## config.mk

```make
export PLATFORM = sky130hd
export DESIGN_NAME = partial_convolution_q15
export DESIGN_NICKNAME = d
export VERILOG_FILES = /design/src/sv/pconv_pkg.sv /design/src/sv/partial_convolution_q15.sv
export SDC_FILE = /design/constraint.sdc
export NUM_CORES = 2
export LEC_CHECK = 0
export BUFFER_PORTS_ARGS = -buffer_cell sky130_fd_sc_hd__buf_2
export CELL_PAD_IN_SITES_DETAIL_PLACEMENT = 0
export CELL_PAD_IN_SITES_GLOBAL_PLACEMENT = 1
export CORE_ASPECT_RATIO = 0.75
export CORE_MARGIN = 2
export CORE_UTILIZATION = 35
export CTS_CLUSTER_DIAMETER = 30
export DETAILED_ROUTE_END_ITERATION = 6
export GPL_ROUTABILITY_DRIVEN = 0
export PLACE_DENSITY_LB_ADDON = 0.1
export SLEW_MARGIN = 25
export SYNTH_ARGS = -nofsm -noshare
export SYNTH_HDL_FRONTEND = slang
export SYNTH_SLANG_ARGS = --single-unit
```

## constraint.sdc

```tcl
create_clock -name clk_i -period 5.6 [get_ports clk_i]
set_input_delay 0 -clock clk_i [delete_from_list [all_inputs] [get_ports clk_i]]
set_output_delay 0 -clock clk_i [all_outputs]
set_load 0.01 [all_outputs]
```

## src/sv/pconv_pkg.sv

```systemverilog
// shared constants and codes for the partial convolution block
// no dependencies; imported by partial_convolution_q15 and its bench
`default_nettype none

package pconv_pkg;

  // sample store depth and derived widths
  localparam int MAX_LEN = 32;
  localparam int ADDR_W  = $clog2(MAX_LEN);
  localparam int FILL_W  = $clog2(MAX_LEN + 1);

  // q15 datapath
  localparam int SAMPLE_W = 16;
  localparam int PROD_W   = 2 * SAMPLE_W;
  localparam int ACC_W    = PROD_W + $clog2(MAX_LEN) + 1;
  localparam int FRAC_W   = 15;
  localparam int SHIFT_W  = ACC_W - FRAC_W;

  // configuration register width and index
  localparam int CFG_W     = 6;
  localparam int CFG_IDX_W = 2;

  typedef enum logic [CFG_IDX_W-1:0] {
    CFG_LEN_A       = 2'd0,
    CFG_LEN_B       = 2'd1,
    CFG_FIRST_INDEX = 2'd2,
    CFG_NUM_POINTS  = 2'd3
  } pconv_cfg_e;

  // input item kinds
  localparam int OP_W = 2;

  typedef enum logic [OP_W-1:0] {
    OP_LOAD_A = 2'd0,
    OP_LOAD_B = 2'd1,
    OP_START  = 2'd2
  } pconv_op_e;

endpackage

`default_nettype wire

```

## src/sv/partial_convolution_q15.sv

```systemverilog
// partial convolution of two q15 sequences held in two sample memories
// depends on pconv_pkg
`default_nettype none

// Samples of sequence A and B arrive on the input stream one per transfer
// (tuser 0 loads A, 1 loads B) and are written to two 32-entry synchronous
// memories; while idle, a load is taken every cycle. A start transfer (tuser
// 2) runs the convolution points first_index .. first_index+num_points-1,
// each an exact 38-bit multiply-accumulate, arithmetic shift right by 15 and
// saturation to 16 bits, and streams them out with tlast on the final point.
// A range or length error produces one result with value 0, tuser 1 and
// tlast set; a start that passes the check with num_points 0 produces
// nothing. Loads after a start refill both memories from entry 0. The block
// takes one multiply-accumulate term per cycle while issuing, through a
// single multiplier fed by one read port of each memory; a point has at most
// min(len_a, len_b) terms. No input is taken while a start runs. Memories are
// written only when idle and their read data is used only while a start runs,
// so used reads and writes never meet on one entry. Configuration writes are
// always taken and must be issued while the block is idle.
module partial_convolution_q15 (
  input  wire logic                              clk_i,
  input  wire logic                              rst_ni,
  // configuration write channel
  input  wire logic                              cfg_valid_i,
  output      logic                              cfg_ready_o,
  input  wire logic [pconv_pkg::CFG_IDX_W-1:0]   cfg_index_i,
  input  wire logic [pconv_pkg::CFG_W-1:0]       cfg_data_i,
  // input stream
  input  wire logic                              s_axis_tvalid,
  output      logic                              s_axis_tready,
  input  wire logic [pconv_pkg::SAMPLE_W-1:0]    s_axis_tdata,  // [15:0] sample
  input  wire logic [pconv_pkg::OP_W-1:0]        s_axis_tuser,  // [1:0] operation
  // result stream
  output      logic                              m_axis_tvalid,
  input  wire logic                              m_axis_tready,
  output      logic [pconv_pkg::SAMPLE_W-1:0]    m_axis_tdata,  // [15:0] out_value
  output      logic                              m_axis_tuser,  // [0] status
  output      logic                              m_axis_tlast   // last_point
);
  import pconv_pkg::*;

  typedef enum logic [2:0] {
    ST_IDLE,
    ST_ERR,
    ST_SETUP,
    ST_MAC,
    ST_DRAIN
  } state_e;

  state_e state_q;

  // configuration registers
  logic [CFG_W-1:0] len_a_q, len_b_q, first_index_q, num_points_q;

  // memory write pointers
  logic [FILL_W-1:0] fill_a_q, fill_b_q;

  // point sequencer
  logic [CFG_W-1:0] n_q;       // current convolution index
  logic [CFG_W-1:0] cnt_q;     // points still to produce
  logic [CFG_W-1:0] k_q;       // current A index
  logic [CFG_W-1:0] khi_q;     // last A index of the point
  logic             first_q;   // next issue is the first term

  // output register
  logic                out_valid_q;
  logic [SAMPLE_W-1:0] out_value_q;
  logic                out_status_q;
  logic                out_last_q;

  // sample memories
  logic [SAMPLE_W-1:0] mem_a [MAX_LEN];
  logic [SAMPLE_W-1:0] mem_b [MAX_LEN];
  logic [SAMPLE_W-1:0] rd_a_q, rd_b_q;

  // mac pipeline
  logic              v1_q, f1_q, l1_q;
  logic              v2_q, f2_q, l2_q;
  logic [PROD_W-1:0] prod_q;
  logic [ACC_W-1:0]  acc_q;
  logic              acc_done_q;

  logic s_xfer, m_xfer, cfg_xfer, out_free;
  logic wr_a, wr_b, issue;
  logic [CFG_W-1:0] k_lo, k_hi, b_idx;
  logic [CFG_W:0]   n_plus1, len_sum_m1, range_end;
  logic             bad_start;
  logic [SHIFT_W-1:0]  acc_shr;
  logic [SAMPLE_W-1:0] sat_value;

  assign cfg_ready_o   = 1'b1;
  assign cfg_xfer      = cfg_valid_i && cfg_ready_o;
  assign s_axis_tready = (state_q == ST_IDLE);
  assign s_xfer        = s_axis_tvalid && s_axis_tready;
  assign m_xfer        = m_axis_tvalid && m_axis_tready;
  assign out_free      = !out_valid_q || m_axis_tready;

  assign m_axis_tvalid = out_valid_q;
  assign m_axis_tdata  = out_value_q;
  assign m_axis_tuser  = out_status_q;
  assign m_axis_tlast  = out_last_q;

  // loads beyond the memory depth are dropped
  assign wr_a = s_xfer && (s_axis_tuser == OP_LOAD_A) && (fill_a_q != FILL_W'(MAX_LEN));
  assign wr_b = s_xfer && (s_axis_tuser == OP_LOAD_B) && (fill_b_q != FILL_W'(MAX_LEN));

  // range check on start: lengths in 1..MAX_LEN and last point inside the output
  assign len_sum_m1 = {1'b0, len_a_q} + {1'b0, len_b_q} - (CFG_W+1)'(1);
  assign range_end  = {1'b0, first_index_q} + {1'b0, num_points_q};
  assign bad_start  = (len_a_q == '0) || (len_b_q == '0) ||
                      ({1'b0, len_a_q} > (CFG_W+1)'(MAX_LEN)) ||
                      ({1'b0, len_b_q} > (CFG_W+1)'(MAX_LEN)) ||
                      (range_end > len_sum_m1);

  // term bounds of point n: max(0, n+1-len_b) .. min(n, len_a-1)
  assign n_plus1 = {1'b0, n_q} + (CFG_W+1)'(1);
  always_comb begin
    if (n_plus1 > {1'b0, len_b_q}) begin
      k_lo = CFG_W'(n_plus1 - {1'b0, len_b_q});
    end else begin
      k_lo = '0;
    end
    if (n_q < len_a_q - CFG_W'(1)) begin
      k_hi = n_q;
    end else begin
      k_hi = len_a_q - CFG_W'(1);
    end
  end

  assign issue = (state_q == ST_MAC);
  assign b_idx = n_q - k_q;

  // floor shift by 15 then saturate
  assign acc_shr = acc_q[ACC_W-1:FRAC_W];
  always_comb begin
    if (!acc_shr[SHIFT_W-1] && (acc_shr[SHIFT_W-2:SAMPLE_W-1] != '0)) begin
      sat_value = {1'b0, {(SAMPLE_W-1){1'b1}}};
    end else if (acc_shr[SHIFT_W-1] && (acc_shr[SHIFT_W-2:SAMPLE_W-1] != '1)) begin
      sat_value = {1'b1, {(SAMPLE_W-1){1'b0}}};
    end else begin
      sat_value = acc_shr[SAMPLE_W-1:0];
    end
  end

  // sample memories, one write and one registered read each
  always_ff @(posedge clk_i) begin
    if (wr_a) begin
      mem_a[fill_a_q[ADDR_W-1:0]] <= s_axis_tdata;
    end
    rd_a_q <= mem_a[k_q[ADDR_W-1:0]];
  end

  always_ff @(posedge clk_i) begin
    if (wr_b) begin
      mem_b[fill_b_q[ADDR_W-1:0]] <= s_axis_tdata;
    end
    rd_b_q <= mem_b[b_idx[ADDR_W-1:0]];
  end

  // mac datapath, no reset on payload
  always_ff @(posedge clk_i) begin
    prod_q <= PROD_W'($signed(rd_a_q) * $signed(rd_b_q));
    if (v2_q) begin
      if (f2_q) begin
        acc_q <= ACC_W'($signed(prod_q));
      end else begin
        acc_q <= acc_q + ACC_W'($signed(prod_q));
      end
    end
  end

  // mac pipeline tags
  always_ff @(posedge clk_i or negedge rst_ni) begin
    if (!rst_ni) begin
      v1_q       <= 1'b0;
      f1_q       <= 1'b0;
      l1_q       <= 1'b0;
      v2_q       <= 1'b0;
      f2_q       <= 1'b0;
      l2_q       <= 1'b0;
      acc_done_q <= 1'b0;
    end else begin
      v1_q <= issue;
      f1_q <= first_q;
      l1_q <= (k_q == khi_q);
      v2_q <= v1_q;
      f2_q <= f1_q;
      l2_q <= l1_q;
      if (state_q == ST_SETUP) begin
        acc_done_q <= 1'b0;
      end else if (v2_q && l2_q) begin
        acc_done_q <= 1'b1;
      end
    end
  end

  // control, configuration and output register
  always_ff @(posedge clk_i or negedge rst_ni) begin
    if (!rst_ni) begin
      state_q       <= ST_IDLE;
      len_a_q       <= CFG_W'(1);
      len_b_q       <= CFG_W'(1);
      first_index_q <= '0;
      num_points_q  <= '0;
      fill_a_q      <= '0;
      fill_b_q      <= '0;
      n_q           <= '0;
      cnt_q         <= '0;
      k_q           <= '0;
      khi_q         <= '0;
      first_q       <= 1'b0;
      out_valid_q   <= 1'b0;
      out_value_q   <= '0;
      out_status_q  <= 1'b0;
      out_last_q    <= 1'b0;
    end else begin
      if (cfg_xfer) begin
        case (cfg_index_i)
          CFG_LEN_A:       len_a_q       <= cfg_data_i;
          CFG_LEN_B:       len_b_q       <= cfg_data_i;
          CFG_FIRST_INDEX: first_index_q <= cfg_data_i;
          CFG_NUM_POINTS:  num_points_q  <= cfg_data_i;
          default: ;
        endcase
      end

      if (m_xfer) begin
        out_valid_q <= 1'b0;
      end

      if (wr_a) begin
        fill_a_q <= fill_a_q + FILL_W'(1);
      end
      if (wr_b) begin
        fill_b_q <= fill_b_q + FILL_W'(1);
      end

      case (state_q)
        ST_IDLE: begin
          if (s_xfer && (s_axis_tuser == OP_START)) begin
            fill_a_q <= '0;
            fill_b_q <= '0;
            n_q      <= first_index_q;
            cnt_q    <= num_points_q;
            if (bad_start) begin
              state_q <= ST_ERR;
            end else if (num_points_q != '0) begin
              state_q <= ST_SETUP;
            end
          end
        end
        ST_ERR: begin
          if (out_free) begin
            out_valid_q  <= 1'b1;
            out_value_q  <= '0;
            out_status_q <= 1'b1;
            out_last_q   <= 1'b1;
            state_q      <= ST_IDLE;
          end
        end
        ST_SETUP: begin
          k_q     <= k_lo;
          khi_q   <= k_hi;
          first_q <= 1'b1;
          state_q <= ST_MAC;
        end
        ST_MAC: begin
          first_q <= 1'b0;
          if (k_q == khi_q) begin
            state_q <= ST_DRAIN;
          end else begin
            k_q <= k_q + CFG_W'(1);
          end
        end
        ST_DRAIN: begin
          if (acc_done_q && out_free) begin
            out_valid_q  <= 1'b1;
            out_value_q  <= sat_value;
            out_status_q <= 1'b0;
            out_last_q   <= (cnt_q == CFG_W'(1));
            n_q          <= n_q + CFG_W'(1);
            cnt_q        <= cnt_q - CFG_W'(1);
            if (cnt_q == CFG_W'(1)) begin
              state_q <= ST_IDLE;
            end else begin
              state_q <= ST_SETUP;
            end
          end
        end
        default: state_q <= ST_IDLE;
      endcase
    end
  end

  // an error result is always the last of its run
  a_err_is_last: assert property (@(posedge clk_i) disable iff (!rst_ni)
    (m_axis_tvalid && m_axis_tuser) |-> m_axis_tlast)
    else $error("error result without tlast");

  // memory reads are only in flight right after an issue cycle
  a_v1_from_mac: assert property (@(posedge clk_i) disable iff (!rst_ni)
    v1_q |-> $past(state_q == ST_MAC))
    else $error("read tag without issue");

  // a point is emitted only once the pipeline is empty
  a_drain_empty: assert property (@(posedge clk_i) disable iff (!rst_ni)
    (state_q == ST_DRAIN && acc_done_q) |-> (!v1_q && !v2_q))
    else $error("point finished with terms in flight");

  // term index never passes the upper bound while issuing
  a_k_bound: assert property (@(posedge clk_i) disable iff (!rst_ni)
    (state_q == ST_MAC) |-> (k_q <= khi_q))
    else $error("term index beyond bound");

  // write pointers never pass the memory depth
  a_fill_bound: assert property (@(posedge clk_i) disable iff (!rst_ni)
    (fill_a_q <= FILL_W'(MAX_LEN)) && (fill_b_q <= FILL_W'(MAX_LEN)))
    else $error("fill pointer beyond depth");

endmodule

`default_nettype wire

```

==> Implementation_results.wiki <==
{| class="wikitable"
! Metric !! Value
|-
| Run status || finished, violations left
|-
| Failing checks || negative setup slack
|-
| Number of nets in the synthesized netlist || 4075
|-
| Switching component of the power || 0.00553 W
|-
| Relative slew slack || 36.0%
|-
| Floorplan die width || ~480 µm
|-
| Tot GR Track Use || about 18%
|-
| Cell type with the largest total area after synthesis || sky130_fd_sc_hd__edfxtp_1
|-
| Multi-input combinational cell area || 0.0222 mm²
|-
| Kind of end point of the critical path || register
|-
| Buffers on Ports || 50
|-
| Combinational power share || approximately 2.9%
|-
| Max Freq || ~0.17 GHz
|-
| Final Slew Violations || 0
|-
| Most instantiated library cell after synthesis || sky130_fd_sc_hd__edfxtp_1
|-
| Switching share of power || 21.7%
|-
| RSZ-0062 raised after global routing || yes
|-
| Worst min-delay path class || input pin to register
|-
| CTS tree || done
|-
| Total wirelength of the detailed-routed design || 157000 µm
|-
| Routed vias/inst || 4.95
|-
| Placed Cells incl. Taps || 6008
|-
| Share of post-route cells with drive strength above 1 || between 30 and 40%
|-
| Period utilisation layout || 106%
|-
| Internal Dissipation || about 0.020 W
|-
| Average detailed-routed wire length per instance || between 20 and 25 µm
|-
| Most frequent cells after synthesis || sky130_fd_sc_hd__edfxtp_1 (1062), sky130_fd_sc_hd__inv_1 (340), sky130_fd_sc_hd__mux4_2 (320)
|-
| Final antenna-violating net count || 0
|-
| Total DRC errors in the routed layout || 0
|-
| Cell area after synthesis || between 0.05 and 0.06 mm²
|-
| First-pass iteration count of the detailed router || 5
|-
| Maximum number of pins on one net before global-route repair || 134
|-
| Number of library cell types mapped by synthesis || 85
|-
| Root buffer cell || sky130_fd_sc_hd__clkbuf_16
|-
| DRC violation total after the first TritonRoute iteration || roughly 2300
|-
| Leak pwr || 26.9 nW
|-
| Peak VDD IR || 0.000276 V
|-
| Starting density of the core || 35.2%
|-
| Net count of the finished layout || approximately 4500
|-
| Worst-path fanout max || 8
|-
| Synthesis warning total || 0
|-
| Clock-pin transition on the worst setup and hold timing paths || ~0.05 ns
|-
| Placeable Area || about 0.17 mm²
|-
| Setup TNS Final || -1.61 ns
|-
| I/O pin total || 52
|-
| Transition time at the pin with the least slew margin || between 0.9 and 1 ns
|-
| Clock sink count || around 1200
|-
| Prevailing post-synth register cell || sky130_fd_sc_hd__edfxtp_1
|-
| Total of flip-flops plus latches after synthesis || roughly 1200
|-
| Maximum buffer depth of the clock tree || 3
|-
| Count of endpoints failing setup in the final report || 9
|-
| H-tree levels || 4
|-
| Worst Path Class, Setup || register to register
|-
| Wire length of the first global-routing pass || around 230000 µm
|-
| Final Worst Setup Slack || -0.359 ns
|-
| Via count of the first global-routing pass || approximately 34000
|-
| Critical Path Source Type || register
|-
| Final std cells w/o fill || approximately 6500
|-
| Overall via count from detail_route || ~32000
|-
| Clock latency on the worst-skew pair || 0.85 ns
|-
| Power share of the clock group || just under 60%
|-
| Fin Clk Skew || 0.105 ns
|-
| Die H || approximately 360 µm
|-
| Maximum capacitance violations || 0
|-
| Cell types with the largest area share after synthesis || sky130_fd_sc_hd__edfxtp_1 (54%), sky130_fd_sc_hd__mux4_2 (12%), sky130_fd_sc_hd__fa_1 (9.1%)
|-
| Mean cell area of the mapped netlist || around 16 µm²
|-
| Shortest period the worst path allows || approximately 6.0 ns
|-
| Synth-to-layout area growth || 24.4%
|-
| Area taken by flip-flops and latches || 0.0355 mm²
|-
| CP required || 6.27 ns
|-
| Floorplan row count || between 100 and 150
|-
| GRT overflow || 0
|-
| Share of synthesized registers carrying an async set or reset || under 10%
|-
| Relative contribution of sequential cells to total power || between 30 and 40%
|-
| Power Density || 347 mW/mm²
|-
| Sequential share of the synthesized area || 60.1%
|-
| Number of filler instances in the final layout || around 15000
|-
| Die area || 0.172 mm²
|-
| Synthesized instance count || roughly 3600
|-
| TritonCTS buffer count || 240
|-
| Critical Path AT || approximately 6.6 ns
|-
| Number of hold-slack violations in the final timing report || 0
|-
| Number of antenna violations at the first check in global routing || 11
|-
| Final hold slack || 0.0770 ns
|-
| DP HPWL || between 100000 and 150000 µm
|-
| Top-area cell type share of the netlist area || a little over half
|-
| Number of flops mapped to enable cells by yosys || 1062
|}
-- power groups by stage --
stage	Sequential [W]	Combinational [W]	Clock (W)
2_1_floorplan	0.0101	0.000402	0
3_3_place_gp	0.0101	0.000712	0
3_5_place_dp	0.0101	0.000708	0
4_1_cts	0.00993	0.000741	0.0151
5_1_grt	0.00993	0.000829	0.0155
6_report	0.00993	0.000736	0.0148
-- cell usage in the layout, fill, tap and decap left out, drive strengths merged, types with 15 or more instances in the layout --
cell type and n:
and2 131, buf 317, inv 373, mux2 56
nand2 231, xnor2 76, dfxtp 64, o21a 16
dfrtp 88, clkinvlp 27, edfxtp 1062, xor2 32
nand3 23, nor2 142, bufinv 38, clkinv 90
a21oi 76, mux4 320, dlygate4sd3 40, nand2b 15
o21ai 119, nor3 19, a21o 37, fa 267
clkbuf 267, ha 172
-- sequential cells by signal, indices dropped and copies added (netlist names), 3 cells and up --
| name | cells |
|---|---|
| n_q | 6 |
| k_q | 6 |
| cnt_q | 6 |
| num_points_q | 6 |
| mem_b | 512 |
| state_q | 3 |
| rd_b_q | 16 |
| fill_b_q | 6 |
| mem_a | 512 |
| prod_q | 32 |
| fill_a_q | 6 |
| len_a_q | 6 |
| m_axis_tdata | 16 |
| khi_q | 6 |
| acc_q | 38 |
| len_b_q | 6 |
| first_index_q | 6 |
| rd_a_q | 16 |
-- kinds of logic after synthesis --
kind of cell	after synthesis	share of synthesized area [%]
fa+ha+maj	439	12.7
compound gates	332	3.63
mux	386	13.5
xor+xnor	108	1.61
other cells	1	0.00637
flops	1216	60.1
simple gates	640	5.29
buf+inv	483	3.14
-- path summary, 6_finish.rpt --
path / startpoint / end / slack [ns] / cells after the start
min in group asynchronous: rst_ni / m_axis_tdata[6]$_DFFE_PN0P_ / 0.34 / 4
min: cfg_data_i[1] / len_a_q[1]$_DFFE_PN0P_ / 0.08 / 4
max in group asynchronous: rst_ni / k_q[2]$_DFFE_PN0P_ / 4.61 / 4
min reg2reg: f1_q$_DFF_PN0_ / f2_q$_DFF_PN0_ / 0.34 / 0
max reg2reg: rd_a_q[6]$_DFF_P_ / prod_q[30]$_DFF_P_ / -0.36 / 21
max: rd_a_q[6]$_DFF_P_ / prod_q[30]$_DFF_P_ / -0.36 / 21
-- critical path, cell delays in order, from the launching register on --
cell and delay (ns):
sky130_fd_sc_hd__dfxtp_2 0.33, sky130_fd_sc_hd__buf_12 0.13, sky130_fd_sc_hd__nand2_1 0.08, sky130_fd_sc_hd__fa_1 0.54
sky130_fd_sc_hd__inv_1 0.06, sky130_fd_sc_hd__fa_2 0.47, sky130_fd_sc_hd__fa_1 0.55, sky130_fd_sc_hd__fa_1 0.58
sky130_fd_sc_hd__fa_1 0.51, sky130_fd_sc_hd__inv_1 0.05, sky130_fd_sc_hd__fa_1 0.47, sky130_fd_sc_hd__inv_1 0.06
sky130_fd_sc_hd__ha_4 0.28, sky130_fd_sc_hd__and4_4 0.22, sky130_fd_sc_hd__and3_4 0.20, sky130_fd_sc_hd__nand4_1 0.13
sky130_fd_sc_hd__a21boi_2 0.22, sky130_fd_sc_hd__a221oi_2 0.10, sky130_fd_sc_hd__nand4b_1 0.24, sky130_fd_sc_hd__a221oi_2 0.33
sky130_fd_sc_hd__o41ai_2 0.10, sky130_fd_sc_hd__xnor2_1 0.14
-- timing repair --
action / in CTS / in global routing
buffers inserted: 10 / 6
hold buffers: 41 / 0
pin swaps: 30 / 34
gates cloned: 0 / 0
endpoints found under the hold margin: 1123 / 0
setup endpoints to repair: 14 / 16
gates resized for setup: 76 / 48
-- layout make-up --
class,instances,area share (%)
Antenna cell,2,0.00683
Clock buffer,267,8.43
Clock inverter,187,3.22
Inverter,341,1.75
Multi-Input combinational cell,1906,30.3
Sequential cell,1216,48.4
Tap cell,2244,3.83
Timing Repair Buffer,357,3.99
-- layer usage --
| metal | global-route usage (%) | part of all wire [%] |
|---|---|---|
| met3 | 3.82 | 5.4 |
| met1 | 29.0 | 50 |
| met4 | 3.93 | 1.7 |
| met2 | 25.9 | 42 |
| met5 | 0 | 0.026 |
-- stage by stage --
step	worst slack (ns)	utilization, %	instance area, µm²	power, W
floorplan	-0.121	-	59100	0.0105
global placement	-0.409	38.1	63800	0.0108
detailed placement	-0.479	38.1	63800	0.0108
CTS	-0.439	43.6	73000	0.0257
global route	-0.590	43.8	73300	0.0263
finish	-0.359	43.8	73300	0.0255
No activity file was read; power rests on OpenSTA's default activity.
